--- src/hdl/hex_lattice_metropolis_move_core_assert.svh ---
// Assertion macros shared by the lattice move core.
// Each one expects clk and arst_n in the scope where it is used.
`ifndef HEX_LATTICE_METROPOLIS_MOVE_CORE_ASSERT_SVH
`define HEX_LATTICE_METROPOLIS_MOVE_CORE_ASSERT_SVH

// Same-cycle implication.
`define HLM_ASSERT_IMP(lbl, ante, cons) \
	lbl: assert property (@(posedge clk) disable iff (!arst_n) (ante) |-> (cons)) \
		else $error("hlm: same-cycle check failed");

// Next-cycle implication.
`define HLM_ASSERT_NXT(lbl, ante, cons) \
	lbl: assert property (@(posedge clk) disable iff (!arst_n) (ante) |=> (cons)) \
		else $error("hlm: next-cycle check failed");

`endif

--- src/hdl/hlm_pkg.sv ---
`default_nettype none
package hlm_pkg;

	localparam int MAX_WIDTH  = 64;
	localparam int MAX_HEIGHT = 64;
	localparam int COL_W      = $clog2(MAX_WIDTH);
	localparam int ROW_W      = $clog2(MAX_HEIGHT);
	localparam int ADDR_W     = COL_W + ROW_W;
	localparam int DEPTH      = MAX_WIDTH * MAX_HEIGHT;

	localparam int SIZE_W     = 7;
	localparam int ORIENT_W   = 3;
	localparam int MARGIN_W   = 16;
	localparam int ENERGY_W   = 17;
	localparam int ROM_W      = 14;
	localparam int STEP_W     = 3;
	localparam int NUM_DIRS   = 6;

	localparam logic [SIZE_W-1:0] SIZE_RESET = SIZE_W'(64);

	// request codes
	localparam logic [1:0] REQ_WRITE = 2'd0;
	localparam logic [1:0] REQ_MOVE  = 2'd1;
	localparam logic [1:0] REQ_READ  = 2'd2;

	// configuration register indexes
	localparam logic CFG_LATTICE_WIDTH  = 1'b0;
	localparam logic CFG_LATTICE_HEIGHT = 1'b1;

	typedef enum logic [1:0] {
		ST_IDLE,
		ST_CENTER,
		ST_NBR,
		ST_FIN
	} state_t;

	typedef struct packed {
		logic                clr;
		logic                en;
		logic [ORIENT_W-1:0] dir;
		logic [ORIENT_W-1:0] a_old;
		logic [ORIENT_W-1:0] a_new;
	} acc_ctrl_t;

	typedef struct packed {
		logic                we;
		logic                re;
		logic [ADDR_W-1:0]   addr;
		logic [ORIENT_W-1:0] wdata;
	} ram_req_t;

	// Pair energies, 12 fraction bits, [site][neighbour] after rotation by direction.
	localparam logic signed [ROM_W-1:0] PAIR_ROM [NUM_DIRS][NUM_DIRS] = '{
		'{-14'sd74,   14'sd4141, -14'sd192,  14'sd4051, -14'sd309,  -14'sd4545},
		'{ 14'sd1064, -14'sd74,  -14'sd81,  -14'sd309,  -14'sd978,   14'sd271},
		'{ 14'sd271, -14'sd4545,  14'sd91,  -14'sd4545,  14'sd271,   14'sd5156},
		'{-14'sd978, -14'sd309,  -14'sd81,  -14'sd74,    14'sd1064,  14'sd271},
		'{-14'sd309,  14'sd4051, -14'sd192,  14'sd4141, -14'sd74,   -14'sd4545},
		'{-14'sd81,  -14'sd192,   14'sd616, -14'sd192,  -14'sd81,    14'sd91}
	};

	// (a - d) mod 6 for a, d in 0..5
	function automatic logic [ORIENT_W-1:0] orient_sub(input logic [ORIENT_W-1:0] a,
		input logic [ORIENT_W-1:0] d);
		if (a >= d)
			return ORIENT_W'(a - d);
		else
			return ORIENT_W'(a + ORIENT_W'(NUM_DIRS) - d);
	endfunction

endpackage
`default_nettype wire

--- src/hdl/hlm_acc.sv ---
`default_nettype none
module hlm_acc (
	input  wire logic                                clk,
	input  wire logic                                arst_n,
	input  wire hlm_pkg::acc_ctrl_t                  ctl,
	input  wire logic [hlm_pkg::ORIENT_W-1:0]        nbr,
	output logic signed [hlm_pkg::ENERGY_W-1:0]      delta
);

	logic [hlm_pkg::ORIENT_W-1:0]        ia_old;
	logic [hlm_pkg::ORIENT_W-1:0]        ia_new;
	logic [hlm_pkg::ORIENT_W-1:0]        ib;
	logic signed [hlm_pkg::ROM_W-1:0]    e_old;
	logic signed [hlm_pkg::ROM_W-1:0]    e_new;
	logic signed [hlm_pkg::ENERGY_W-1:0] term;
	logic signed [hlm_pkg::ENERGY_W-1:0] acc_q;

	// rotate both orientations into the frame of the bond direction
	always_comb begin
		ia_old = hlm_pkg::orient_sub(ctl.a_old, ctl.dir);
		ia_new = hlm_pkg::orient_sub(ctl.a_new, ctl.dir);
		ib     = hlm_pkg::orient_sub(nbr, ctl.dir);
		e_old  = hlm_pkg::PAIR_ROM[ia_old][ib];
		e_new  = hlm_pkg::PAIR_ROM[ia_new][ib];
		term   = hlm_pkg::ENERGY_W'(e_new) - hlm_pkg::ENERGY_W'(e_old);
	end

	always_ff @(posedge clk or negedge arst_n) begin
		if (!arst_n)
			acc_q <= '0;
		else if (ctl.clr)
			acc_q <= '0;
		else if (ctl.en)
			acc_q <= acc_q + term;
	end

	assign delta = acc_q;

endmodule
`default_nettype wire

--- config.mk ---
export PLATFORM = sky130hd
export DESIGN_NAME = hlm_acc
export DESIGN_NICKNAME = d
export VERILOG_FILES = /design/src/hdl/hex_lattice_metropolis_move_core_assert.svh /design/src/hdl/hlm_pkg.sv /design/src/hdl/hlm_acc.sv
export SDC_FILE = /design/constraint.sdc
export NUM_CORES = 1
export LEC_CHECK = 0
export BUFFER_PORTS_ARGS = -buffer_cell sky130_fd_sc_hd__buf_2
export CORE_MARGIN = 2
export CORE_UTILIZATION = 45
export CTS_CLUSTER_SIZE = 28
export DETAILED_ROUTE_END_ITERATION = 7
export PLACE_DENSITY = 0.63
export SLEW_MARGIN = 20
export SYNTH_ARGS = -nofsm -noshare
export SYNTH_HDL_FRONTEND = slang
export SYNTH_SLANG_ARGS = --single-unit
export TNS_END_PERCENT = 10
--- constraint.sdc ---
create_clock -name clk -period 6.18 [get_ports clk]
set_clock_uncertainty 0.15 [all_clocks]
set_input_delay 0.927 -clock clk [delete_from_list [all_inputs] [get_ports clk]]
set_output_delay 0.927 -clock clk [all_outputs]
set_load 0.02 [all_outputs]
# Word level (Yosys, flattened, before mapping)
# Memory sizes are Yosys's and may differ from the RTL's.
# Index checks and enable logic that the tools add are counted.
# word_totals
ff_bits,17
romBits,1344
input_bits,16
out_inout_bits,17
word_cells,39
memories,2
# classes
addsub,11
order_cmp,6
muxes,15
bitwise,3
reduce_logical,1
# mem_list
memory,words,width,read_ports,rd_clocked_by_memory_dff,wr,line_no,source
(no name shown),8,84,1,0,0,hlm_acc.sv:24,e_new = hlm_pkg::PAIR_ROM[ia_new][ib];
(no name shown),8,84,1,0,0,hlm_acc.sv:23,e_old = hlm_pkg::PAIR_ROM[ia_old][ib];
# op_table
op,n
84-bit 2-to-1 mux,4
14-bit binary-select mux with 3-bit select,2
14-bit 2-to-1 mux,4
17-bit 2-to-1 mux,2
3-bit subtractor,6
17-bit by 15-bit adder with 17-bit output,1
14-bit by 14-bit subtractor with 15-bit output,1
"4-bit greater-or-equal comparator, second input constant",3
3-bit NOT with 4-bit output,3
"3-bit adder, second input constant",3
3-bit greater-or-equal comparator,3
3-bit 2-to-1 mux,3
2-bit nonzero test,1

# Logic depth before layout (Yosys ltp)
# Gate-level depths: netlist (run 1).
# depth
ltp_word,14
ltp_mapped,30
depth_no_buf,28

# Worst setup path before layout (run 1)
# No wires, ideal clock.
# synth_timing
path_kind,input to register
start,input ctl[1] in the netlist's numbering
end,"register acc_q, in the netlist delta[16]"
t_arrival_ps,6132
required_time_ps,5905
setup_slack_ps,-227
path_stages,29
path_buffers,2
cell_sequence,inv_1 -> ha_1 -> inv_1 -> ha_1 -> xor2_1 -> o2111ai_2 -> o2111ai_4 -> inv_1 -> clkbuf_1 -> clkbuf_1 -> ha_1 -> nor3_1 -> or3_1 -> a21oi_1 -> a31oi_1 -> ha_1 -> inv_1 -> ha_1 -> inv_1 -> fa_1 -> nor2b_1 -> o21ai_0 -> a21boi_0 -> o2111ai_1 -> a21oi_1 -> o31a_1 -> o21ai_0 -> mux2_4 -> mux2_4
# synth_via
elab_chain_cells,14
elab_cells_between_ends,16
classes_between,5 x add/sub; 1 x order compare; 8 x mux; 1 x bitwise; 1 x memory
# synth_lines
element,line_no,source
"start, declared",hlm_acc.sv:5,"input wire hlm_pkg::acc_ctrl_t ctl,"
3-bit adder,hlm_pkg.sv:68,return ORIENT_W'(a + ORIENT_W'(NUM_DIRS) - d);
3-bit subtractor,hlm_pkg.sv:68,
3-bit 2-to-1 mux *,hlm_pkg.sv:65,if (a >= d)
3-bit NOT with 4-bit output (not written as such) *,hlm_acc.sv:24,
memory 8 x 84 bit *,-,
84-bit 2-to-1 mux (not written as such) * (2 in series),hlm_acc.sv:24,
14-bit binary-select mux with 3-bit select *,hlm_acc.sv:24,
14-bit 2-to-1 mux (not written as such) * (2 in series),hlm_acc.sv:24,
14-bit by 14-bit subtractor with 15-bit output *,hlm_acc.sv:25,term = hlm_pkg::ENERGY_W'(e_new) - hlm_pkg::ENERGY_W'(e_old);
17-bit by 15-bit adder with 17-bit output *,hlm_acc.sv:34,acc_q <= acc_q + term;
17-bit 2-to-1 mux *,hlm_acc.sv:33,else if (ctl.en)
17-bit 2-to-1 mux *,hlm_acc.sv:31,else if (ctl.clr)
"end signal, assigned",hlm_acc.sv:34,
"end, declared",hlm_acc.sv:16,logic signed [hlm_pkg::ENERGY_W-1:0] acc_q;
# Every way passes the cells marked *; elsewhere a longest branch is shown, timed or not. The select of a mux whose other input is x is not followed.
# A chain may end at the register's enable or synchronous reset.

# Worst setup path in the final report (run 1)
# Ends and elaborated chain as after synthesis.

==> results_dict.tcl, run 1 <==
set metrics [dict create \
    grt_pass1_vias 3801 \
    arrival_ns 5.93 \
    largest_reg_flops 17 \
    synth.mux.area_fraction_pct 6.47 \
    yosysMostFrequentCell "nor2_1" \
    critPathBufInv 4 \
    cts_made_buffers 3 \
    async_flop_share_pct 100 \
    crit_type "in2reg" \
    start_util_pct 45.9 \
    cp_max_fo 10 \
    clock_path_buffers 2 \
    fin_crit_ns 5.93 \
    gp_congestion 0.909 \
    routedWlPerCell_um 15.8 \
    gr-total-overflow 0 \
    whs_ns 0.416 \
    synth_edf_count 0 \
    fp.dieH_um 97.6 \
    route.vias.total 3886 \
    max_freq_mhz 169 \
    clock_sinks 17 \
    cp-start-kind "input port" \
    nFillCells 793 \
    power_leakage_nw 2.22 \
    tritoncts "yes" \
    drc 0 \
    htree_levels 1 \
    viasPerCell 5.69 \
    rows 34 \
    synthesis.nets 608 \
    synth_ff_type "dfrtp_1" \
    die_x_um 97.6 \
    clkTransAtPathRegs_ns 0.06 \
    synth_compound_area_share_pct 25.9 \
    synth_xor_area_share_pct 5.49 \
    final-hold-violation-count 0 \
    syn_area_per_cell_um2 7.65 \
    core_mm2 0.00859 \
    io_pins 33 \
    ys_seq_elements 17 \
    synth_seq_area_share_pct 10.8 \
    synth_cell_types 59 \
    syn_inst 516 \
    drt-initial-drc-count 340 \
    drive_gt1_share_pct 21.0 \
    io_buffers 32 \
    critPathRequiredTime_ns 6.17 \
    syn-cell-area_mm2 0.00395 \
    power_density_mw_per_mm2 561 \
    synth_top_area_cell "ha_1" \
    post_dp_cell_area_mm2 0.00453 \
    grt_pass1_wl_um 18300 \
    critPathTopFamily "compound AO/OA/AOI/OAI gates" \
    die-area_mm2 0.00953 \
    dp_hpwl_um 8770 \
    setup_viol 0 \
    tightest_slew_ns 0.669 \
    grt_max_degree 75 \
    synth_common_cells "62 x nor2_1, 57 x ha_1, 42 x o21ai_0, 39 x nand2_1, 37 x a21oi_1" \
    synth_top_family_by_area "adder cells" \
    cpPeakStageDelay_ns 0.45 \
    grt_antenna_before_repair 0 \
    final_nets 668 \
    synthSimpleGateAreaFrac_pct 17.7 \
    antenna_cells 0 \
    firstDrtPassIters 5 \
    cpMaxStageDelayCell "fa_1" \
    wl_um 10800 \
    stdcell_area_mm2 0.00468 \
    grt_usage_pct 23.1 \
    hold_path_class "in2async" \
    synth_fa_ha_area_share_pct 27.7 \
    fin_crit_sh_pct 96.0 \
    worst_slew_margin_rel_pct 55.4 \
    yosysTopAreaCellShare_pct 18.1 \
    yosysWarnings 0 \
    area_delta_synth_final_pct 18.6 \
    antenna_left 0 \
    finalMaxSlewViolations 0 \
    cp.depth 26 \
    critPathCaptureType "flop" \
    cts-root-buf "clkbuf_8" \
    clk_latency_ns 0.25 \
    postCtsHoldBufs 0 \
    reg2regPathDepth 14 \
    drv_cap 0 \
    status "finished, final reports clean" \
    ir_drop_mv 0.188 \
    synth_area_leaders "ha_1 18%, dfrtp_1 11%, fa_1 9.6%, nor2_1 5.9%, o21ai_0 5.3%" \
]
stage by stage:
stage	utilization, %	setup TNS (ns)	total power, W	worst slack [ns]	std cells
global placement	52.7	-0.0361	0.00243	-0.0361	675
global route	54.5	-0.0253	0.00294	-0.0253	683
CTS	53.2	0	0.00255	0.131	679
finish	54.5	0	0.00263	0.245	683
floorplan	-	0	0.00186	0.0898	516
detailed placement	52.7	-0.117	0.00246	-0.117	675
worst reg2reg max path, delay by kind of cell, from the launching register on:
family                     cells  cell delay [ns]
AOI/OAI and AO/OA              7             1.36
adders and majority gates      2             0.88
DFF                            1             0.37
muxes                          1             0.16
xor gates and xnor gates       1             0.15
buffers and inverters          2             0.14
and+or+nand+nor                1             0.05
cells by family (layout without fill, tap and decap cells):
logic type      after synthesis  in the layout
mux                          24             24
simple gates                158            158
buf+inv                      62            121
fa+ha+maj                    76             76
compound gates              156            156
flops                        17             17
xor+xnor                     23             23
area by class of cell:
cell class / count / area [um^2] / area share (%)
Clock buffer: 4 / 45.0 / 0.962
Tap cell: 108 / 135 / 2.89
Sequential cell: 17 / 425 / 9.09
Timing Repair Buffer: 81 / 558 / 11.9
Multi-Input combinational cell: 437 / 3380 / 72.2
Timing Repair inverter: 1 / 5.00 / 0.107
Inverter: 35 / 131 / 2.81
what timing repair did:
| action | 4_1_cts | 5_1_grt |
|---|---|---|
| hold endpoints to repair | 0 | 0 |
| setup endpoints to repair | 0 | 4 |
| resized for setup | 0 | 23 |
| setup buffers | 0 | 2 |
cell usage in the layout, fill, tap and decap left out, types with 4 or more instances in the layout:
master    count
a211oi_1      7
a21o_1        6
a21oi_1      35
a31oi_1      14
buf_2        33
buf_4        44
dfrtp_1      17
fa_1         19
ha_1         55
inv_1        32
mux2i_1      19
nand2_1      39
nand2b_1      4
nand3_1      21
nor2_1       62
nor2b_1       5
nor3_1       15
o211ai_1      4
o21ai_0      40
o22ai_1       4
o31ai_1       5
xnor2_1      10
xnor2_2       4
xor2_1        6
path summary, 6_finish.rpt:
check                           from        end  slack [ns]
setup / recovery              ctl[1]  delta[16]        0.25
hold / removal                arst_n   delta[0]        0.42
setup reg to reg            delta[1]  delta[13]        2.81
hold reg to reg            delta[12]  delta[12]        0.42
max in group asynchronous     arst_n  delta[12]        5.20
min in group clk           delta[12]  delta[12]        0.42
routing by layer:
layer	track usage (%)	up-vias	share of wire [%]
li1	-	1960	-
met1	30.3	1777	44
met2	40.8	129	49
met3	1.08	20	4.5
met4	7.26	0	2.4
met5	0	-	0
report_power, final:
part | total [W] | switching, W | internal, W | leakage [nW]
Clock | 0.0000819 | 0.0000361 | 0.0000458 | 0.0228
Combinational | 0.00235 | 0.00128 | 0.00107 | 1.98
Sequential | 0.000193 | 0.0000395 | 0.000153 | 0.225
Total | 0.00263 | 0.00135 | 0.00127 | 2.22
Power figures use the tool's default switching activity.
==> run 2, diff against run 1 <==
--- a/config.mk
+++ b/config.mk
@@ -6,6 +6,7 @@
 export NUM_CORES = 1
 export LEC_CHECK = 0
 export BUFFER_PORTS_ARGS = -buffer_cell sky130_fd_sc_hd__buf_2
+export CORE_ASPECT_RATIO = 2
 export CORE_MARGIN = 2
 export CORE_UTILIZATION = 45
 export CTS_CLUSTER_SIZE = 28
==> run 2 against run 1 <==
  * Total power up 11%
  * Sequential share of layout area down 0.58 points
  * Sequential cell count unchanged
  * Combinational power up 11%
  * Core utilization up 3.7 points
  * Via count up 6.9%
  * Clock power up 56%
  * Final cell count up 4.8%
  * Count of clock-buffer cells in the layout down 1
  * Worst setup slack better by 0.011 ns
  * Highest routed layer unchanged
==> results_dict.tcl, run 2 (synthesis results as in run 1) <==
set metrics [dict create \
    antenna_left 0 \
    firstDrtPassIters 5 \
    grt_max_degree 40 \
    cpPeakStageDelay_ns 0.50 \
    crit_type "in2reg" \
    power_leakage_nw 2.43 \
    final_cell_mix "90 x buf_4, 58 x nor2_1, 56 x ha_1, 39 x nand2_1, 39 x o21ai_0" \
    grt_pass1_wl_um 20000 \
    cts-root-buf "clkbuf_16" \
    wl_um 12200 \
    gr-total-overflow 0 \
    status "finished, final reports clean" \
    grt_usage_pct 26.2 \
    nFillCells 811 \
    drc 0 \
    viasPerCell 5.80 \
    final_common_cell "buf_4" \
    final-hold-violation-count 0 \
    pre_cts_slack_ns -0.183 \
    final_nets 709 \
    fin_crit_ns 5.92 \
    clkTransAtPathRegs_ns 0.05 \
    die-area_mm2 0.00958 \
    drv_cap 0 \
    area_delta_synth_final_pct 26.7 \
    finalMaxSlewViolations 0 \
    start_util_pct 45.9 \
    route.vias.total 4155 \
    fin_ws_ns 0.257 \
    power_density_mw_per_mm2 584 \
    fin_crit_sh_pct 95.8 \
    critPathBufInv 5 \
    ir_drop_mv 0.229 \
    postCtsHoldBufs 0 \
    clock_sinks 17 \
    critPathCaptureType "flop" \
    hold_path_class "reg2reg" \
    core_mm2 0.00859 \
    tightest_slew_ns 0.546 \
    antenna_cells 0 \
    cpMaxStageDelayCell "fa_1" \
    clock_path_buffers 2 \
    arrival_ns 5.91 \
    cp_max_fo 6 \
    cp-start-kind "input port" \
    grt_pass1_vias 4121 \
    max_freq_mhz 169 \
    worst_slew_margin_rel_pct 63.6 \
    rsz0062_at_grt "true" \
    cts_made_buffers 3 \
    routedWlPerCell_um 17.0 \
    dp_hpwl_um 10200 \
    critPathTopFamily "adder cells" \
    clk_latency_ns 0.25 \
    fp.dieH_um 136 \
    io_pins 33 \
    htree_levels 1 \
    drive_gt1_share_pct 26.5 \
    stdcell_area_mm2 0.00500 \
    drt-initial-drc-count 157 \
    post_dp_cell_area_mm2 0.00480 \
    critPathRequiredTime_ns 6.16 \
    io_buffers 32 \
    setup_viol 0 \
    die_x_um 70.2 \
    tritoncts "yes" \
    worst_path_most_repeated_cell "o21ai_0" \
    grt_antenna_before_repair 0 \
    gp_congestion 0.938 \
    largest_reg_flops 17 \
    rows 48 \
]
[run 2: cell types whose count changed in the layout (fill, tap and decap cells not counted), moves of 2 or more]
cell       before  now
buf_4          44   90
nor2_1         62   58
nor2_2          0    4
clkbuf_16       0    3
clkbuf_8        3    0
buf_12          2    0
inv_2           3    1
[run 2: metrics by stage]
stage / utilization, % / std cells / power (W) / hold WS, ns / setup TNS, ns
detailed placement: 55.9 / 708 / 0.00271 / 0.409 / -0.186
floorplan: - / 516 / 0.00186 / 0.481 / 0
finish: 58.2 / 716 / 0.00292 / 0.411 / 0
global route: 58.2 / 716 / 0.00321 / 0.468 / -0.0191
CTS: 56.8 / 712 / 0.00285 / 0.415 / 0
global placement: 55.9 / 708 / 0.00265 / 0.388 / -0.0893
[run 2: repair_timing]
item | 4_1_cts | 5_1_grt
resized for setup | 0 | 26
setup endpoints to repair | 0 | 6
setup buffers | 0 | 4
[run 2: worst min-delay path, delay by kind of cell (launching register included)]
kind / cells / cell delay, ns
multiplexers: 1 / 0.08
flip-flops: 1 / 0.37
AND/OR/NAND/NOR: 1 / 0.08
[run 2: worst paths after layout]
kind,startpoint,to,slack (ns),cells past startpoint
max in group asynchronous,arst_n,delta[8],5.17,1
worst min-delay path,delta[12],delta[12],0.41,2
worst max register to register,delta[2],delta[16],2.75,13
worst min register to register,delta[12],delta[12],0.41,2
min in group asynchronous,arst_n,delta[0],0.44,1
worst max-delay path,ctl[0],delta[16],0.26,25
[run 2: layer usage]
metal	vias to the layer above	wire length [um]	GRT usage (%)
met5	-	0	0
met4	0	915	18.8
met3	46	346	1.11
met2	118	6650	50.7
met1	1947	4270	25.9
li1	2044	-	-
[run 2: cell type report]
type	count	area [um^2]	area share [%]
Tap cell	100	125	2.50
Inverter	35	134	2.68
Clock buffer	3	75.1	1.50
Clock inverter	1	5.00	0.100
Sequential cell	17	425	8.51
Timing Repair Buffer	123	847	16.9
Multi-Input combinational cell	437	3390	67.8
[run 2: where the power goes]
part | internal, W | switching, W | leakage, nW
Combinational | 0.00122 | 0.00138 | 2.17
Clock | 0.0000866 | 0.0000419 | 0.0409
Sequential | 0.000154 | 0.0000403 | 0.225
Total | 0.00146 | 0.00146 | 2.43
==> run 3, diff against run 2 <==
--- a/config.mk
+++ b/config.mk
@@ -5,13 +5,13 @@
 export SDC_FILE = /design/constraint.sdc
 export NUM_CORES = 1
 export LEC_CHECK = 0
-export BUFFER_PORTS_ARGS = -buffer_cell sky130_fd_sc_hd__buf_2
 export CORE_ASPECT_RATIO = 2
 export CORE_MARGIN = 2
 export CORE_UTILIZATION = 45
 export CTS_CLUSTER_SIZE = 28
 export DETAILED_ROUTE_END_ITERATION = 7
-export PLACE_DENSITY = 0.63
+export DONT_BUFFER_PORTS = 1
+export PLACE_DENSITY = 0.62
 export SLEW_MARGIN = 20
 export SYNTH_ARGS = -nofsm -noshare
 export SYNTH_HDL_FRONTEND = slang
==> constraint.sdc (replaced) <==
create_clock -name clk -period 5 [get_ports clk]
set_clock_uncertainty 0.15 [all_clocks]
set_input_delay 0.75 -clock clk [delete_from_list [all_inputs] [get_ports clk]]
set_output_delay 0.75 -clock clk [all_outputs]
set_load 0.02 [all_outputs]
==> run 3 against run 2 <==
  * The run now ends with negative setup slack left
  * Core utilization increased by 9.5 points
  * Worst hold slack lost 0.38 ns
  * Global-route usage increased by 3.5 points
  * Non-clock buffer count grew 41
  * Critical path type unchanged
  * Critical endpoint unchanged
  * Largest power group unchanged
==> results_dict.tcl, run 3 (synthesis results as in run 1) <==
set metrics [dict create \
    clock_path_buffers 2 \
    drc 0 \
    die-area_mm2 0.00958 \
    max_freq_mhz 183 \
    final_cell_mix "157 x buf_4, 57 x nor2_1, 39 x ha_1, 38 x nand2_1, 29 x inv_1" \
    cts-root-buf "clkbuf_16" \
    clock_sinks 17 \
    cp_max_fo 6 \
    gr-total-overflow 0 \
    arrival_ns 5.45 \
    power_density_mw_per_mm2 754 \
    status "complete, but fails checks" \
    tritoncts "yes" \
    start_util_pct 45.9 \
    viasPerCell 5.90 \
    tns_ns -1.21 \
    r2r-start "delta[1]" \
    pre_cts_slack_ns -1.02 \
    seq_power_share_pct 6.8 \
    fp.dieH_um 136 \
    power_leakage_nw 2.68 \
    routedWlPerCell_um 18.3 \
    cp-start-kind "input port" \
    final-hold-violation-count 0 \
    final_nets 751 \
    switching_share_pct 47.7 \
    grt_pass1_vias 4824 \
    grt_antenna_before_repair 0 \
    tightest_slew_ns 0.456 \
    die_x_um 70.2 \
    area_delta_synth_final_pct 47.3 \
    htree_levels 1 \
    drive_gt1_share_pct 38.4 \
    reg2regPathDepth 12 \
    clkTransAtPathRegs_ns 0.05 \
    power.internal_w 0.00229 \
    largest_reg_flops 17 \
    worst-r2r-setup-slack_ns 1.58 \
    cts_made_buffers 3 \
    drv_cap 0 \
    fin_crit_sh_pct 109 \
    rows 48 \
    antenna_cells 0 \
    critPathTopFamily "adder cells" \
    grt_usage_pct 29.7 \
    worst_path_most_repeated_cell "ha_4" \
    ir_drop_mv 0.304 \
    critPathRequiredTime_ns 4.99 \
    grt_pass1_wl_um 22600 \
    dp_hpwl_um 11300 \
    io_buffers 0 \
    hold_path_class "in2async" \
    grt_max_degree 40 \
    cpPeakStageDelay_ns 0.38 \
    io_pins 33 \
    critPathBufInv 7 \
    route.vias.total 4470 \
    finalMaxSlewViolations 0 \
    antenna_left 0 \
    cpMaxStageDelayCell "or3_1" \
    critPathCaptureType "flop" \
    core_mm2 0.00859 \
    final_common_cell "buf_4" \
    rsz0062_at_grt "true" \
    gp_congestion 0.976 \
    crit_type "in2reg" \
    worst_slew_margin_rel_pct 69.2 \
    fin_ws_ns -0.461 \
    postCtsHoldBufs 0 \
    fin_crit_ns 5.46 \
    violations "negative setup slack" \
    wl_um 13900 \
    p_sw_w 0.00209 \
    whs_ns 0.0351 \
    reg2reg_to "delta[16]" \
    clockPowerShare_pct 3.7 \
    combPwrFrac_pct 89.4 \
    setup_viol 8 \
    firstDrtPassIters 4 \
    clk_latency_ns 0.26 \
    drt-initial-drc-count 223 \
]
[run 3: final cells by class]
| cell class | instances | area (um^2) |
|---|---|---|
| clock inverters | 1 | 5.00 |
| repair inverters | 1 | 8.76 |
| multi-input cells | 437 | 3760 |
| well taps | 100 | 125 |
| fillers | 726 | 2770 |
| inverters | 35 | 154 |
| repair buffers | 164 | 1260 |
| clock buffers | 3 | 75.1 |
| flip-flops and latches | 17 | 425 |
[run 3: power groups by stage]
stage / Clock [W] / Sequential, W / Combinational (W)
after floorplan: 0 / 0.000283 / 0.00219
after detailed placement: 0 / 0.000307 / 0.00358
after global placement: 0 / 0.000306 / 0.00351
after CTS: 0.000165 / 0.000304 / 0.00371
final: 0.000164 / 0.000300 / 0.00392
after global routing: 0.000168 / 0.000310 / 0.00429
[run 3: metrics by stage]
step	cells	power, W	util, %	area (um^2)
5_1_grt	758	0.00477	67.7	5810
2_1_floorplan	516	0.00247	-	4270
4_1_cts	749	0.00418	65.0	5590
6_report	758	0.00438	67.7	5810
3_5_place_dp	743	0.00389	62.9	5400
3_3_place_gp	743	0.00382	62.9	5400
[run 3: routing by layer]
metal / up-vias / routed length (um) / GRT usage [%]
li1: 2132 / - / -
met1: 2128 / 4550 / 27.5
met2: 146 / 7880 / 58.9
met3: 64 / 418 / 2.00
met4: 0 / 1020 / 21.3
met5: - / 0 / 0
[run 3: how the worst max path moves through the flow]
stage                start         to  slack [ns]  cells after the start
floorplan           ctl[1]  delta[16]       -0.43                     29
global placement    ctl[8]  delta[16]       -0.93                     22
detailed placement  ctl[8]  delta[16]       -1.02                     22
CTS                 ctl[1]  delta[16]       -0.37                     25
global route        ctl[1]  delta[16]       -0.73                     29
finish              ctl[1]  delta[16]       -0.46                     29
[run 3: timing repair]
action | 4_1_cts | 5_1_grt
endpoints found under the setup margin | 10 | 12
buffers inserted | 2 | 9
gates cloned | 0 | 1
pin swaps | 12 | 29
resized for setup | 25 | 40
