[src/hdl/hex_lattice_metropolis_move_core_assert.svh]
// Assertion macros shared by the lattice move core.
// Each one expects clk and arst_n in the scope where it is used.
`ifndef HEX_LATTICE_METROPOLIS_MOVE_CORE_ASSERT_SVH
`define HEX_LATTICE_METROPOLIS_MOVE_CORE_ASSERT_SVH

// Same-cycle implication.
`define HLM_ASSERT_IMP(lbl, ante, cons) \
	lbl: assert property (@(posedge clk) disable iff (!arst_n) (ante) |-> (cons)) \
		else $error("hlm: same-cycle check failed");

// Next-cycle implication.
`define HLM_ASSERT_NXT(lbl, ante, cons) \
	lbl: assert property (@(posedge clk) disable iff (!arst_n) (ante) |=> (cons)) \
		else $error("hlm: next-cycle check failed");

`endif

[src/hdl/hlm_pkg.sv]
`default_nettype none
package hlm_pkg;

	localparam int MAX_WIDTH  = 64;
	localparam int MAX_HEIGHT = 64;
	localparam int COL_W      = $clog2(MAX_WIDTH);
	localparam int ROW_W      = $clog2(MAX_HEIGHT);
	localparam int ADDR_W     = COL_W + ROW_W;
	localparam int DEPTH      = MAX_WIDTH * MAX_HEIGHT;

	localparam int SIZE_W     = 7;
	localparam int ORIENT_W   = 3;
	localparam int MARGIN_W   = 16;
	localparam int ENERGY_W   = 17;
	localparam int ROM_W      = 14;
	localparam int STEP_W     = 3;
	localparam int NUM_DIRS   = 6;

	localparam logic [SIZE_W-1:0] SIZE_RESET = SIZE_W'(64);

	// request codes
	localparam logic [1:0] REQ_WRITE = 2'd0;
	localparam logic [1:0] REQ_MOVE  = 2'd1;
	localparam logic [1:0] REQ_READ  = 2'd2;

	// configuration register indexes
	localparam logic CFG_LATTICE_WIDTH  = 1'b0;
	localparam logic CFG_LATTICE_HEIGHT = 1'b1;

	typedef enum logic [1:0] {
		ST_IDLE,
		ST_CENTER,
		ST_NBR,
		ST_FIN
	} state_t;

	typedef struct packed {
		logic                clr;
		logic                en;
		logic [ORIENT_W-1:0] dir;
		logic [ORIENT_W-1:0] a_old;
		logic [ORIENT_W-1:0] a_new;
	} acc_ctrl_t;

	typedef struct packed {
		logic                we;
		logic                re;
		logic [ADDR_W-1:0]   addr;
		logic [ORIENT_W-1:0] wdata;
	} ram_req_t;

	// Pair energies, 12 fraction bits, [site][neighbour] after rotation by direction.
	localparam logic signed [ROM_W-1:0] PAIR_ROM [NUM_DIRS][NUM_DIRS] = '{
		'{-14'sd74,   14'sd4141, -14'sd192,  14'sd4051, -14'sd309,  -14'sd4545},
		'{ 14'sd1064, -14'sd74,  -14'sd81,  -14'sd309,  -14'sd978,   14'sd271},
		'{ 14'sd271, -14'sd4545,  14'sd91,  -14'sd4545,  14'sd271,   14'sd5156},
		'{-14'sd978, -14'sd309,  -14'sd81,  -14'sd74,    14'sd1064,  14'sd271},
		'{-14'sd309,  14'sd4051, -14'sd192,  14'sd4141, -14'sd74,   -14'sd4545},
		'{-14'sd81,  -14'sd192,   14'sd616, -14'sd192,  -14'sd81,    14'sd91}
	};

	// (a - d) mod 6 for a, d in 0..5
	function automatic logic [ORIENT_W-1:0] orient_sub(input logic [ORIENT_W-1:0] a,
		input logic [ORIENT_W-1:0] d);
		if (a >= d)
			return ORIENT_W'(a - d);
		else
			return ORIENT_W'(a + ORIENT_W'(NUM_DIRS) - d);
	endfunction

endpackage
`default_nettype wire

[src/hdl/hlm_req_if.sv]
`default_nettype none
interface hlm_req_if;
	logic                         valid;
	logic                         ready;
	logic [1:0]                   req_type;
	logic [hlm_pkg::COL_W-1:0]    site_x;
	logic [hlm_pkg::ROW_W-1:0]    site_y;
	logic                         turn_up;
	logic [hlm_pkg::ORIENT_W-1:0] write_orientation;
	logic [hlm_pkg::MARGIN_W-1:0] accept_margin;

	modport source (output valid, req_type, site_x, site_y, turn_up, write_orientation,
		accept_margin, input ready);
	modport sink (input valid, req_type, site_x, site_y, turn_up, write_orientation,
		accept_margin, output ready);
endinterface
`default_nettype wire

[src/hdl/hlm_rsp_if.sv]
`default_nettype none
interface hlm_rsp_if;
	logic                                valid;
	logic                                ready;
	logic                                accepted;
	logic [hlm_pkg::ORIENT_W-1:0]        site_orientation;
	logic signed [hlm_pkg::ENERGY_W-1:0] energy_delta;
	logic                                out_of_grid;

	modport source (output valid, accepted, site_orientation, energy_delta, out_of_grid,
		input ready);
	modport sink (input valid, accepted, site_orientation, energy_delta, out_of_grid,
		output ready);
endinterface
`default_nettype wire

[src/hdl/hlm_ctrl.sv]
`default_nettype none
`include "hex_lattice_metropolis_move_core_assert.svh"
module hlm_ctrl (
	input  wire logic                                clk,
	input  wire logic                                arst_n,
	hlm_req_if.sink                                  req,
	hlm_rsp_if.source                                rsp,
	input  wire logic [hlm_pkg::SIZE_W-1:0]          size_w,
	input  wire logic [hlm_pkg::SIZE_W-1:0]          size_h,
	output hlm_pkg::acc_ctrl_t                       acc_ctl,
	input  wire logic signed [hlm_pkg::ENERGY_W-1:0] delta,
	output hlm_pkg::ram_req_t                        ram_req,
	input  wire logic [hlm_pkg::ORIENT_W-1:0]        ram_rdata
);

	typedef struct packed {
		logic                      vld;
		logic [hlm_pkg::ADDR_W-1:0] addr;
	} nbr_t;

	hlm_pkg::state_t state_q, state_d;

	logic [1:0]                   req_q;
	logic [hlm_pkg::COL_W-1:0]    x_q;
	logic [hlm_pkg::ROW_W-1:0]    y_q;
	logic                         up_q;
	logic [hlm_pkg::ORIENT_W-1:0] wv_q;
	logic [hlm_pkg::MARGIN_W-1:0] margin_q;
	logic                         oog_q;
	logic [hlm_pkg::ORIENT_W-1:0] old_q;
	logic [hlm_pkg::STEP_W-1:0]   step_q;
	logic                         nb_vld_q;
	logic [hlm_pkg::ORIENT_W-1:0] nb_dir_q;

	logic                         rsp_valid_q;
	logic                         accepted_q;
	logic [hlm_pkg::ORIENT_W-1:0] orient_q;
	logic signed [hlm_pkg::ENERGY_W-1:0] delta_q;
	logic                         oog_out_q;

	logic                         take;
	logic                         in_oog;
	logic                         can_load;
	logic                         load;
	logic [hlm_pkg::ORIENT_W-1:0] new_orient;
	logic                         keep;
	logic                         res_acc;
	logic [hlm_pkg::ORIENT_W-1:0] res_orient;
	logic signed [hlm_pkg::ENERGY_W-1:0] res_delta;
	nbr_t                         nbr;

	// neighbour address and in-grid flag for the bond direction under step_q
	function automatic nbr_t nbr_of(input logic [hlm_pkg::COL_W-1:0] x,
		input logic [hlm_pkg::ROW_W-1:0] y, input logic [hlm_pkg::STEP_W-1:0] d,
		input logic [hlm_pkg::SIZE_W-1:0] w, input logic [hlm_pkg::SIZE_W-1:0] h);
		nbr_t                      r;
		logic                      odd;
		logic                      has_r;
		logic                      has_l;
		logic                      has_u;
		logic                      has_d;
		logic [hlm_pkg::COL_W-1:0] xr;
		logic [hlm_pkg::COL_W-1:0] xl;
		logic [hlm_pkg::ROW_W-1:0] yu;
		logic [hlm_pkg::ROW_W-1:0] yd;
		odd   = y[0];
		has_r = (hlm_pkg::SIZE_W'(x) + hlm_pkg::SIZE_W'(1)) < w;
		has_l = (x != '0);
		has_u = (y != '0);
		has_d = (hlm_pkg::SIZE_W'(y) + hlm_pkg::SIZE_W'(1)) < h;
		xr    = x + hlm_pkg::COL_W'(1);
		xl    = x - hlm_pkg::COL_W'(1);
		yu    = y - hlm_pkg::ROW_W'(1);
		yd    = y + hlm_pkg::ROW_W'(1);
		r     = '0;
		case (d)
			3'd0: r = '{has_r, {y, xr}};
			3'd1: r = odd ? '{has_u && has_r, {yu, xr}} : '{has_u, {yu, x}};
			3'd2: r = odd ? '{has_u, {yu, x}} : '{has_u && has_l, {yu, xl}};
			3'd3: r = '{has_l, {y, xl}};
			3'd4: r = odd ? '{has_d, {yd, x}} : '{has_d && has_l, {yd, xl}};
			3'd5: r = odd ? '{has_d && has_r, {yd, xr}} : '{has_d, {yd, x}};
			default: r = '0;
		endcase
		return r;
	endfunction

	assign take   = req.valid && req.ready;
	assign in_oog = (hlm_pkg::SIZE_W'(req.site_x) >= size_w) ||
		(hlm_pkg::SIZE_W'(req.site_y) >= size_h);
	assign can_load = !rsp_valid_q || rsp.ready;
	assign nbr      = nbr_of(x_q, y_q, step_q, size_w, size_h);

	always_comb begin
		if (up_q)
			new_orient = (old_q == hlm_pkg::ORIENT_W'(hlm_pkg::NUM_DIRS - 1)) ? '0 :
				old_q + hlm_pkg::ORIENT_W'(1);
		else
			new_orient = (old_q == '0) ? hlm_pkg::ORIENT_W'(hlm_pkg::NUM_DIRS - 1) :
				old_q - hlm_pkg::ORIENT_W'(1);
	end

	// downhill, flat, or uphill by less than the margin
	assign keep = (delta <= 0) ||
		($signed({delta[hlm_pkg::ENERGY_W-1], delta}) <
		$signed({2'b00, margin_q}));

	always_comb begin
		res_acc    = 1'b0;
		res_orient = '0;
		res_delta  = '0;
		if (!oog_q) begin
			case (req_q)
				hlm_pkg::REQ_WRITE: begin
					res_acc    = 1'b1;
					res_orient = wv_q;
				end
				hlm_pkg::REQ_MOVE: begin
					res_acc    = keep;
					res_orient = keep ? new_orient : old_q;
					res_delta  = delta;
				end
				default: begin
					res_acc    = (req_q == hlm_pkg::REQ_READ);
					res_orient = ram_rdata;
				end
			endcase
		end
	end

	always_ff @(posedge clk or negedge arst_n) begin
		if (!arst_n)
			state_q <= hlm_pkg::ST_IDLE;
		else
			state_q <= state_d;
	end

	always_comb begin
		state_d       = state_q;
		req.ready     = 1'b0;
		load          = 1'b0;
		ram_req       = '0;
		acc_ctl       = '0;
		acc_ctl.dir   = nb_dir_q;
		acc_ctl.a_old = old_q;
		acc_ctl.a_new = new_orient;
		unique case (state_q)
			hlm_pkg::ST_IDLE: begin
				req.ready = 1'b1;
				if (req.valid) begin
					if (in_oog || req.req_type == hlm_pkg::REQ_WRITE)
						state_d = hlm_pkg::ST_FIN;
					else
						state_d = hlm_pkg::ST_CENTER;
				end
			end
			hlm_pkg::ST_CENTER: begin
				ram_req.re   = 1'b1;
				ram_req.addr = {y_q, x_q};
				acc_ctl.clr  = 1'b1;
				state_d      = (req_q == hlm_pkg::REQ_MOVE) ? hlm_pkg::ST_NBR : hlm_pkg::ST_FIN;
			end
			hlm_pkg::ST_NBR: begin
				ram_req.re   = (step_q < hlm_pkg::STEP_W'(hlm_pkg::NUM_DIRS));
				ram_req.addr = nbr.addr;
				acc_ctl.en   = nb_vld_q;
				if (step_q == hlm_pkg::STEP_W'(hlm_pkg::NUM_DIRS))
					state_d = hlm_pkg::ST_FIN;
			end
			hlm_pkg::ST_FIN: begin
				if (can_load) begin
					load          = 1'b1;
					ram_req.addr  = {y_q, x_q};
					ram_req.we    = !oog_q && (req_q == hlm_pkg::REQ_WRITE ||
						(req_q == hlm_pkg::REQ_MOVE && keep));
					ram_req.wdata = (req_q == hlm_pkg::REQ_WRITE) ? wv_q : new_orient;
					state_d       = hlm_pkg::ST_IDLE;
				end
			end
			default: state_d = hlm_pkg::ST_IDLE;
		endcase
	end

	// item fields, held for the whole request
	always_ff @(posedge clk) begin
		if (take) begin
			req_q    <= req.req_type;
			x_q      <= req.site_x;
			y_q      <= req.site_y;
			up_q     <= req.turn_up;
			wv_q     <= (req.write_orientation >= hlm_pkg::ORIENT_W'(hlm_pkg::NUM_DIRS)) ?
				req.write_orientation - hlm_pkg::ORIENT_W'(hlm_pkg::NUM_DIRS) :
				req.write_orientation;
			margin_q <= req.accept_margin;
		end
		if (state_q == hlm_pkg::ST_NBR && step_q == '0)
			old_q <= ram_rdata;
	end

	always_ff @(posedge clk or negedge arst_n) begin
		if (!arst_n) begin
			oog_q    <= 1'b0;
			step_q   <= '0;
			nb_vld_q <= 1'b0;
			nb_dir_q <= '0;
		end else begin
			if (take)
				oog_q <= in_oog;
			if (state_q == hlm_pkg::ST_CENTER) begin
				step_q   <= '0;
				nb_vld_q <= 1'b0;
			end else if (state_q == hlm_pkg::ST_NBR) begin
				step_q   <= step_q + hlm_pkg::STEP_W'(1);
				nb_vld_q <= nbr.vld && (step_q < hlm_pkg::STEP_W'(hlm_pkg::NUM_DIRS));
				nb_dir_q <= step_q;
			end
		end
	end

	always_ff @(posedge clk or negedge arst_n) begin
		if (!arst_n)
			rsp_valid_q <= 1'b0;
		else if (load)
			rsp_valid_q <= 1'b1;
		else if (rsp.ready)
			rsp_valid_q <= 1'b0;
	end

	always_ff @(posedge clk) begin
		if (load) begin
			accepted_q <= res_acc;
			orient_q   <= res_orient;
			delta_q    <= res_delta;
			oog_out_q  <= oog_q;
		end
	end

	assign rsp.valid            = rsp_valid_q;
	assign rsp.accepted         = accepted_q;
	assign rsp.site_orientation = orient_q;
	assign rsp.energy_delta     = delta_q;
	assign rsp.out_of_grid      = oog_out_q;

	`HLM_ASSERT_IMP(a_write_only_at_finish, ram_req.we, state_q == hlm_pkg::ST_FIN)
	`HLM_ASSERT_IMP(a_no_result_overrun, load, !rsp_valid_q || rsp.ready)
	`HLM_ASSERT_IMP(a_acc_after_center, acc_ctl.en, state_q == hlm_pkg::ST_NBR && step_q != '0)
	`HLM_ASSERT_NXT(a_center_next, state_q == hlm_pkg::ST_CENTER,
		state_q == hlm_pkg::ST_NBR || state_q == hlm_pkg::ST_FIN)
	`HLM_ASSERT_IMP(a_oog_result_inert, rsp_valid_q && oog_out_q,
		!accepted_q && delta_q == '0 && orient_q == '0)

endmodule
`default_nettype wire

[src/flat_wrapper.sv]
// flat-port wrapper written by rule: the top's interface ports become plain ports
module hlm_ctrl_flat 
  (clk, arst_n, size_w, size_h, acc_ctl, delta, ram_req, ram_rdata, req_valid, req_req_type, req_site_x, req_site_y, req_turn_up, req_write_orientation, req_accept_margin, req_ready, rsp_valid, rsp_accepted, rsp_site_orientation, rsp_energy_delta, rsp_out_of_grid, rsp_ready);
  hlm_req_if req_i ();
  hlm_rsp_if rsp_i ();
  input  wire logic clk;
  input  wire logic arst_n;
  input  wire logic [hlm_pkg::SIZE_W-1:0] size_w;
  input  wire logic [hlm_pkg::SIZE_W-1:0] size_h;
  output hlm_pkg::acc_ctrl_t acc_ctl;
  input  wire logic signed [hlm_pkg::ENERGY_W-1:0] delta;
  output hlm_pkg::ram_req_t ram_req;
  input  wire logic [hlm_pkg::ORIENT_W-1:0] ram_rdata;
  input wire logic [$bits(req_i.valid)-1:0] req_valid;
  input wire logic [$bits(req_i.req_type)-1:0] req_req_type;
  input wire logic [$bits(req_i.site_x)-1:0] req_site_x;
  input wire logic [$bits(req_i.site_y)-1:0] req_site_y;
  input wire logic [$bits(req_i.turn_up)-1:0] req_turn_up;
  input wire logic [$bits(req_i.write_orientation)-1:0] req_write_orientation;
  input wire logic [$bits(req_i.accept_margin)-1:0] req_accept_margin;
  output wire logic [$bits(req_i.ready)-1:0] req_ready;
  output wire logic [$bits(rsp_i.valid)-1:0] rsp_valid;
  output wire logic [$bits(rsp_i.accepted)-1:0] rsp_accepted;
  output wire logic [$bits(rsp_i.site_orientation)-1:0] rsp_site_orientation;
  output wire logic [$bits(rsp_i.energy_delta)-1:0] rsp_energy_delta;
  output wire logic [$bits(rsp_i.out_of_grid)-1:0] rsp_out_of_grid;
  input wire logic [$bits(rsp_i.ready)-1:0] rsp_ready;
  assign req_i.valid = req_valid;
  assign req_i.req_type = req_req_type;
  assign req_i.site_x = req_site_x;
  assign req_i.site_y = req_site_y;
  assign req_i.turn_up = req_turn_up;
  assign req_i.write_orientation = req_write_orientation;
  assign req_i.accept_margin = req_accept_margin;
  assign req_ready = req_i.ready;
  assign rsp_valid = rsp_i.valid;
  assign rsp_accepted = rsp_i.accepted;
  assign rsp_site_orientation = rsp_i.site_orientation;
  assign rsp_energy_delta = rsp_i.energy_delta;
  assign rsp_out_of_grid = rsp_i.out_of_grid;
  assign rsp_i.ready = rsp_ready;
  hlm_ctrl u_core (.clk(clk), .arst_n(arst_n), .req(req_i), .rsp(rsp_i), .size_w(size_w), .size_h(size_h), .acc_ctl(acc_ctl), .delta(delta), .ram_req(ram_req), .ram_rdata(ram_rdata));
endmodule
[config.mk]
export PLATFORM = sky130hd
export DESIGN_NAME = hlm_ctrl_flat
export DESIGN_NICKNAME = d
export VERILOG_FILES = /design/src/hdl/hlm_pkg.sv /design/src/hdl/hlm_req_if.sv /design/src/hdl/hlm_rsp_if.sv /design/src/hdl/hlm_ctrl.sv /design/src/flat_wrapper.sv
export VERILOG_INCLUDE_DIRS = /design/src /design/src/hdl
export SDC_FILE = /design/constraint.sdc
export NUM_CORES = 1
export LEC_CHECK = 0
export BUFFER_PORTS_ARGS = -buffer_cell sky130_fd_sc_hd__buf_4
export CORE_UTILIZATION = 55
export CTS_BUF_LIST = sky130_fd_sc_hd__clkbuf_4 sky130_fd_sc_hd__clkbuf_8
export CTS_CLUSTER_SIZE = 30
export DETAILED_ROUTE_END_ITERATION = 8
export HOLD_SLACK_MARGIN = 0.12
export PLACE_DENSITY_LB_ADDON = 0.08
export SKIP_CTS_REPAIR_TIMING = 1
export SYNTH_ARGS = -nofsm -noshare
export SYNTH_HDL_FRONTEND = slang
export SYNTH_SLANG_ARGS = --single-unit
[constraint.sdc]
create_clock -name clk -period 3.2 [get_ports clk]
set_clock_uncertainty 0.05 [all_clocks]
set_input_delay 0.32 -clock clk [delete_from_list [all_inputs] [get_ports clk]]
set_output_delay 0.32 -clock clk [all_outputs]
set_load 0.02 [all_outputs]
Word-level counts from Yosys, hierarchy flattened:

Index checks and enable logic that the tools add are counted.

* word-level logic and storage cells: 116
* flip-flop bits (word level): 70
* output and inout port bits: 52

* order comparisons: 8
* bitwise operators: 2
* equality and inequality tests: 15
* reduce and logical (&&, ||, !) cells: 28
* $add $sub $neg: 10
* multiplexer cells: 36

Operators with widths (count)
* one-hot mux 13 bit (6 select lines): 1
* 2-to-1 mux 13 bit: 4
* one-hot mux 12 bit (3 select lines): 1
* 2-to-1 mux 3 bit: 9
* <= comparator 17 x 1 -> 1 bit, second input constant: 1
* < comparator 17 bit: 1
* 2-to-1 mux 15 bit: 1
* adder 6 x 1 -> 7 bit, second input constant: 2
* greater-or-equal comparator 6 x 7 -> 1 bit: 2
* < comparator 7 bit: 2
* adder 6 x 1 -> 6 bit, second input constant: 2
* equality test 3 bit, second input constant: 4
* 2-to-1 mux 1 bit: 12
* nonzero test 6 bit: 2
* subtractor 6 x 1 -> 6 bit, second input constant: 2
* logical AND 1 bit: 9
* 2-to-1 mux 2 bit: 4
* one-hot mux 2 bit (4 select lines): 1
* adder 3 x 1 -> 3 bit, second input constant: 2
* equality test 2 bit, second input constant: 3
* equality test 3 x 2 -> 1 bit, second input constant: 2
* logical NOT 2 bit: 3
* logical NOT 3 bit: 2
* one-hot mux 3 bit (2 select lines): 1
* other kinds (16): 26

Depth between registers and ports, before layout:

* depth after elaboration: 8
* depth in mapped cells: 11
* depth with buffers taken out: 10

Worst setup path before layout:

OpenSTA, ideal clock, no wires.

* kind: flip-flop to output port
* from: register u_core.margin_q[3] (netlist bit)
* to: output port ram_req[16] (netlist bit)
* stages on the path, launching flop included: 9
* setup slack: 743 ps
* arrival: 2087 ps
* required time: 2830 ps
* path through: edfxtp_1 -> inv_1 -> ha_1 -> a21oi_1 -> a21boi_1 -> o311a_1 -> o21ai_2 -> nor2_1 -> nor4_1

RTL lines
* start, declared: RTL line hlm_ctrl.sv:28 `logic [hlm_pkg::MARGIN_W-1:0] margin_q;`
* start signal, assigned: RTL line hlm_ctrl.sv:194 `margin_q <= req.accept_margin;`
* end, declared: RTL line flat_wrapper.sv:12 `output hlm_pkg::ram_req_t ram_req;`

==> results.cfg <==
[worst_setup_path]
worstPathBufferInverterCount = 1
crit_arrival_ns = 2.66
critPathKind = flip-flop to output port
cpMostUsedCell = sky130_fd_sc_hd__ha_1
timing.critical_path.slowest_cell_delay_ns = 0.62
element_type_at_the_critical_path_end = output port
crit_path_max_fanout = 9
critical-path-top-delay-family = simple AND/OR/NAND/NOR gates
path_depth_of_the_worst_reg2reg_path = 10
cp.depth = 7
crit_start = u_core.step_q[1]
reg2reg_slack_ns = 0.67
crit-reg2reg-launch = u_core.y_q[0]
timing.critical_path.from_type = flip-flop
cp_slowest_cell = sky130_fd_sc_hd__or4_1
cp_cell_sequence = ha_1, ha_1, or4_1, and2_2, a32oi_1, nor2_1, buf_4
critPathRequiredTime_ns = 2.83
critPathCapture = ram_req[9]
worst_r2r_endpoint = u_core.nb_vld_q

[synthesis]
synth_top_cells_by_area = sky130_fd_sc_hd__edfxtp_1, sky130_fd_sc_hd__ha_1, sky130_fd_sc_hd__dfrtp_1
ys_dominant_reg_cell = sky130_fd_sc_hd__edfxtp_1
synth_cells = 468
number_of_enable_flip_flop_cells_after_synthesis = 59
netlist.top_cell.by_area = sky130_fd_sc_hd__edfxtp_1
ys_ff_latch = 70
yosysWarnings = 0
synth.lib_cells_used.distinct = 56
postSynthNetCount = 594
synth_top_cell_area_share_pct = 38.3
post_synthesis_sequential_area_ratio_pct = 44.2
asyncSetResetFlopFracSynth_pct = 15.7
post_synth_instance_area_sq_um = 4630
synthesis.area_per_instance_sq_um = 9.89

[cts]
cts_inserted_buffers = 9
clock_transition_at_the_register_clock_pins_on_the_worst_setup_and_hold_paths_after_cts_ns = 0.08
cts_max_path_buffers = 2
cts_num_sinks = 70
clockRootBuffer = sky130_fd_sc_hd__clkbuf_8
ctsHtreeMaxLevel = 3
tritoncts_clock_tree = yes
clk_latency_ns = 0.35

[final_layout]
fin_area_sq_um = 6160
seq_area_sq_um = 2050
mostFrequentLayoutCell = sky130_fd_sc_hd__buf_4
n_fill_cell = 572
layout.cells.most_common_list = sky130_fd_sc_hd__buf_4, sky130_fd_sc_hd__edfxtp_1, sky130_fd_sc_hd__ha_1
nets_final = 751
multi_input_comb_area_sq_um = 2320
finish.cell_count_without_fillers = 735
antennaDiodeCount = 0
finalCoreUtilization_pct = 75.4
drive_above_1_share_pct = 23.8
layout-area-overhead-vs-synth_pct = 33.1

[global_route]
overflow = 0
grt_antenna_before_repair = 0
wire_length_of_the_first_global_routing_pass_mm = 16.7
first_global_vias = 3669
globalRouteTotalUtil_pct = 24.6
largest_net_degree_at_the_start_of_global_routing = 28

[die]
floorplan.core_area_sq_um = 8180
floorplan.initialDensity_pct = 56.6
die_x_microns = 93.7
die_height_microns = 93.7
num_rows = 33
ios = 124
design.die.area_sq_um = 8790

[placement]
numPortBuffers = 123
placed_area_sq_um = 5620
gp_congestion = 0.863
cell_count_after_placement = 683
dp.final_hpwl_mm = 8.19

[outcome]
outcome = completed

[sta]
timing_max_transition_violations_final = 0
sum_of_negative_setup_slack_ns = 0
setup_viols_final = 0
grt_setup_unrepaired = false
fin_crit_ns = 3.03
max_slew.worst_pin.slew_ns = 0.775
fmaxAchievable_ghz = 0.330
worst_slew_margin_rel_pct = 48.3
finalHoldViolations = 0
final_min_period_over_clock_period_pct = 94.8

[route]
drt.antenna.violating_nets = 0
firstDrtPassIters = 5
wirelength_mm = 11.3
routed_wire_length_per_instance_microns = 15.4
route.vias.total = 4094
vias_per_cell = 5.57
detail_route.iter0.violations = 169
drc = 0

[pwr]
share_comb_of_total_power_pct = 52.9
power.sequential.fraction_pct = 32.6
netSwitchingFraction_pct = 43.3
cell_internal_pwr_mw = 2.54
power-per-cell-area_nw_per_um2 = 728
part_of_the_power_in_the_clock_network_pct = 14.5
vdd_ir_drop_max_mv = 0.427
static-leakage-power_nw = 2.78
p_switching_mw = 1.94

[job]
maxCapViolations = 0

[min_path]
timing.hold.worst.class = primary input to flip-flop
hold_path_depth = 2
==> worst register-to-register path, cell delays in order, from the launching register on <==
cell,delay [ns]
sky130_fd_sc_hd__edfxtp_1,0.60
sky130_fd_sc_hd__ha_1,0.31
sky130_fd_sc_hd__nand3_1,0.20
sky130_fd_sc_hd__nor2_1,0.16
sky130_fd_sc_hd__ha_1,0.27
sky130_fd_sc_hd__a21oi_1,0.14
sky130_fd_sc_hd__and3_1,0.16
sky130_fd_sc_hd__o21ai_1,0.11
sky130_fd_sc_hd__nor3_1,0.21
sky130_fd_sc_hd__o21ai_0,0.10
sky130_fd_sc_hd__a21oi_1,0.14
==> routing by layer <==
| metal | GRT usage (%) | vias to the layer above | routed length, microns |
|---|---|---|---|
| li1 | - | 2014 | - |
| met1 | 29.0 | 1920 | 4550 |
| met2 | 45.4 | 144 | 5980 |
| met3 | 4.37 | 16 | 589 |
| met4 | 7.18 | 0 | 187 |
| met5 | 0 | - | 0 |
==> flip-flops by register name, summed over array words and instances, names as in the netlist, 2 cells and up <==
signal / cells
u_core.rsp.energy_delta: 17
u_core.rsp.site_orientation: 3
u_core.req_q: 2
u_core.old_q: 3
u_core.step_q: 3
u_core.nb_dir_q: 3
u_core.x_q: 6
u_core.state_q: 2
u_core.margin_q: 16
u_core.y_q: 6
u_core.wv_q: 3
==> worst min path at each step <==
stage / slack (ns) / endpoint / start
floorplan: -0.03 / u_core.nb_dir_q[0] / arst_n
global placement: 0.11 / u_core.rsp.valid / arst_n
detailed placement: 0.11 / u_core.state_q[1] / arst_n
CTS: -0.27 / u_core.rsp.valid / arst_n
global route: 0.19 / u_core.wv_q[2] / req_write_orientation[1]
finish: 0.20 / u_core.wv_q[1] / req_write_orientation[2]
==> cell usage after synthesis (3+ instances only) <==
cell                       instances
sky130_fd_sc_hd__inv_2             3
sky130_fd_sc_hd__o21ai_0          17
sky130_fd_sc_hd__a31oi_1           7
sky130_fd_sc_hd__nor2b_1           9
sky130_fd_sc_hd__xnor2_1           6
sky130_fd_sc_hd__nor2_1           37
sky130_fd_sc_hd__clkbuf_1          9
sky130_fd_sc_hd__and2_1           21
sky130_fd_sc_hd__inv_1            45
sky130_fd_sc_hd__a21oi_1          40
sky130_fd_sc_hd__buf_2             4
sky130_fd_sc_hd__a22oi_1           6
sky130_fd_sc_hd__nand2_1          26
sky130_fd_sc_hd__edfxtp_1         59
sky130_fd_sc_hd__nand4_1           5
sky130_fd_sc_hd__o21ai_1           6
sky130_fd_sc_hd__xor2_1            3
sky130_fd_sc_hd__nand3_1          11
sky130_fd_sc_hd__ha_1             54
sky130_fd_sc_hd__and3_1            3
sky130_fd_sc_hd__nor4_1            5
sky130_fd_sc_hd__nor3_1            7
sky130_fd_sc_hd__nand2b_1          9
sky130_fd_sc_hd__o211ai_1          4
sky130_fd_sc_hd__dfrtp_1          11
sky130_fd_sc_hd__a21o_1            7
sky130_fd_sc_hd__o22ai_1           7
sky130_fd_sc_hd__a211oi_1          5
sky130_fd_sc_hd__mux2i_1           6
==> area by class of cell <==
class / count / share of cell area [%]
Multi-Input combinational cell: 334 / 37.7
Sequential cell: 70 / 33.2
Timing Repair Buffer: 162 / 21.2
Inverter: 48 / 2.92
Tap cell: 105 / 2.13
Clock buffer: 9 / 2.01
Clock inverter: 7 / 0.792
==> stage by stage <==
| stage | hold slack (ns) | power, mW | setup slack [ns] |
|---|---|---|---|
| detailed placement | 0.114 | 3.79 | 0.393 |
| floorplan | -0.0256 | 2.98 | 0.743 |
| global placement | 0.113 | 3.74 | 0.489 |
| CTS | -0.265 | 4.44 | 0.0111 |
| global route | 0.193 | 4.78 | 0.0543 |
| finish | 0.203 | 4.48 | 0.166 |
==> cells by family after synthesis <==
group	share of synthesized area, %
xor gates and xnor gates	1.70
DFF	44.2
and+or+nand+nor	15.6
buffers and inverters	5.70
muxes	2.03
AOI/OAI and AO/OA	16.2
adders and majority gates	14.6
==> power by group through the flow <==
stage | sequential (mW) | clock (mW) | combinational (mW)
after floorplan | 1.57 | 0 | 1.41
after global placement | 1.46 | 0 | 2.27
after detailed placement | 1.48 | 0 | 2.31
after CTS | 1.46 | 0.653 | 2.32
after global routing | 1.49 | 0.683 | 2.61
final | 1.46 | 0.649 | 2.37
Note: power is estimated with default switching activity, not from simulation.
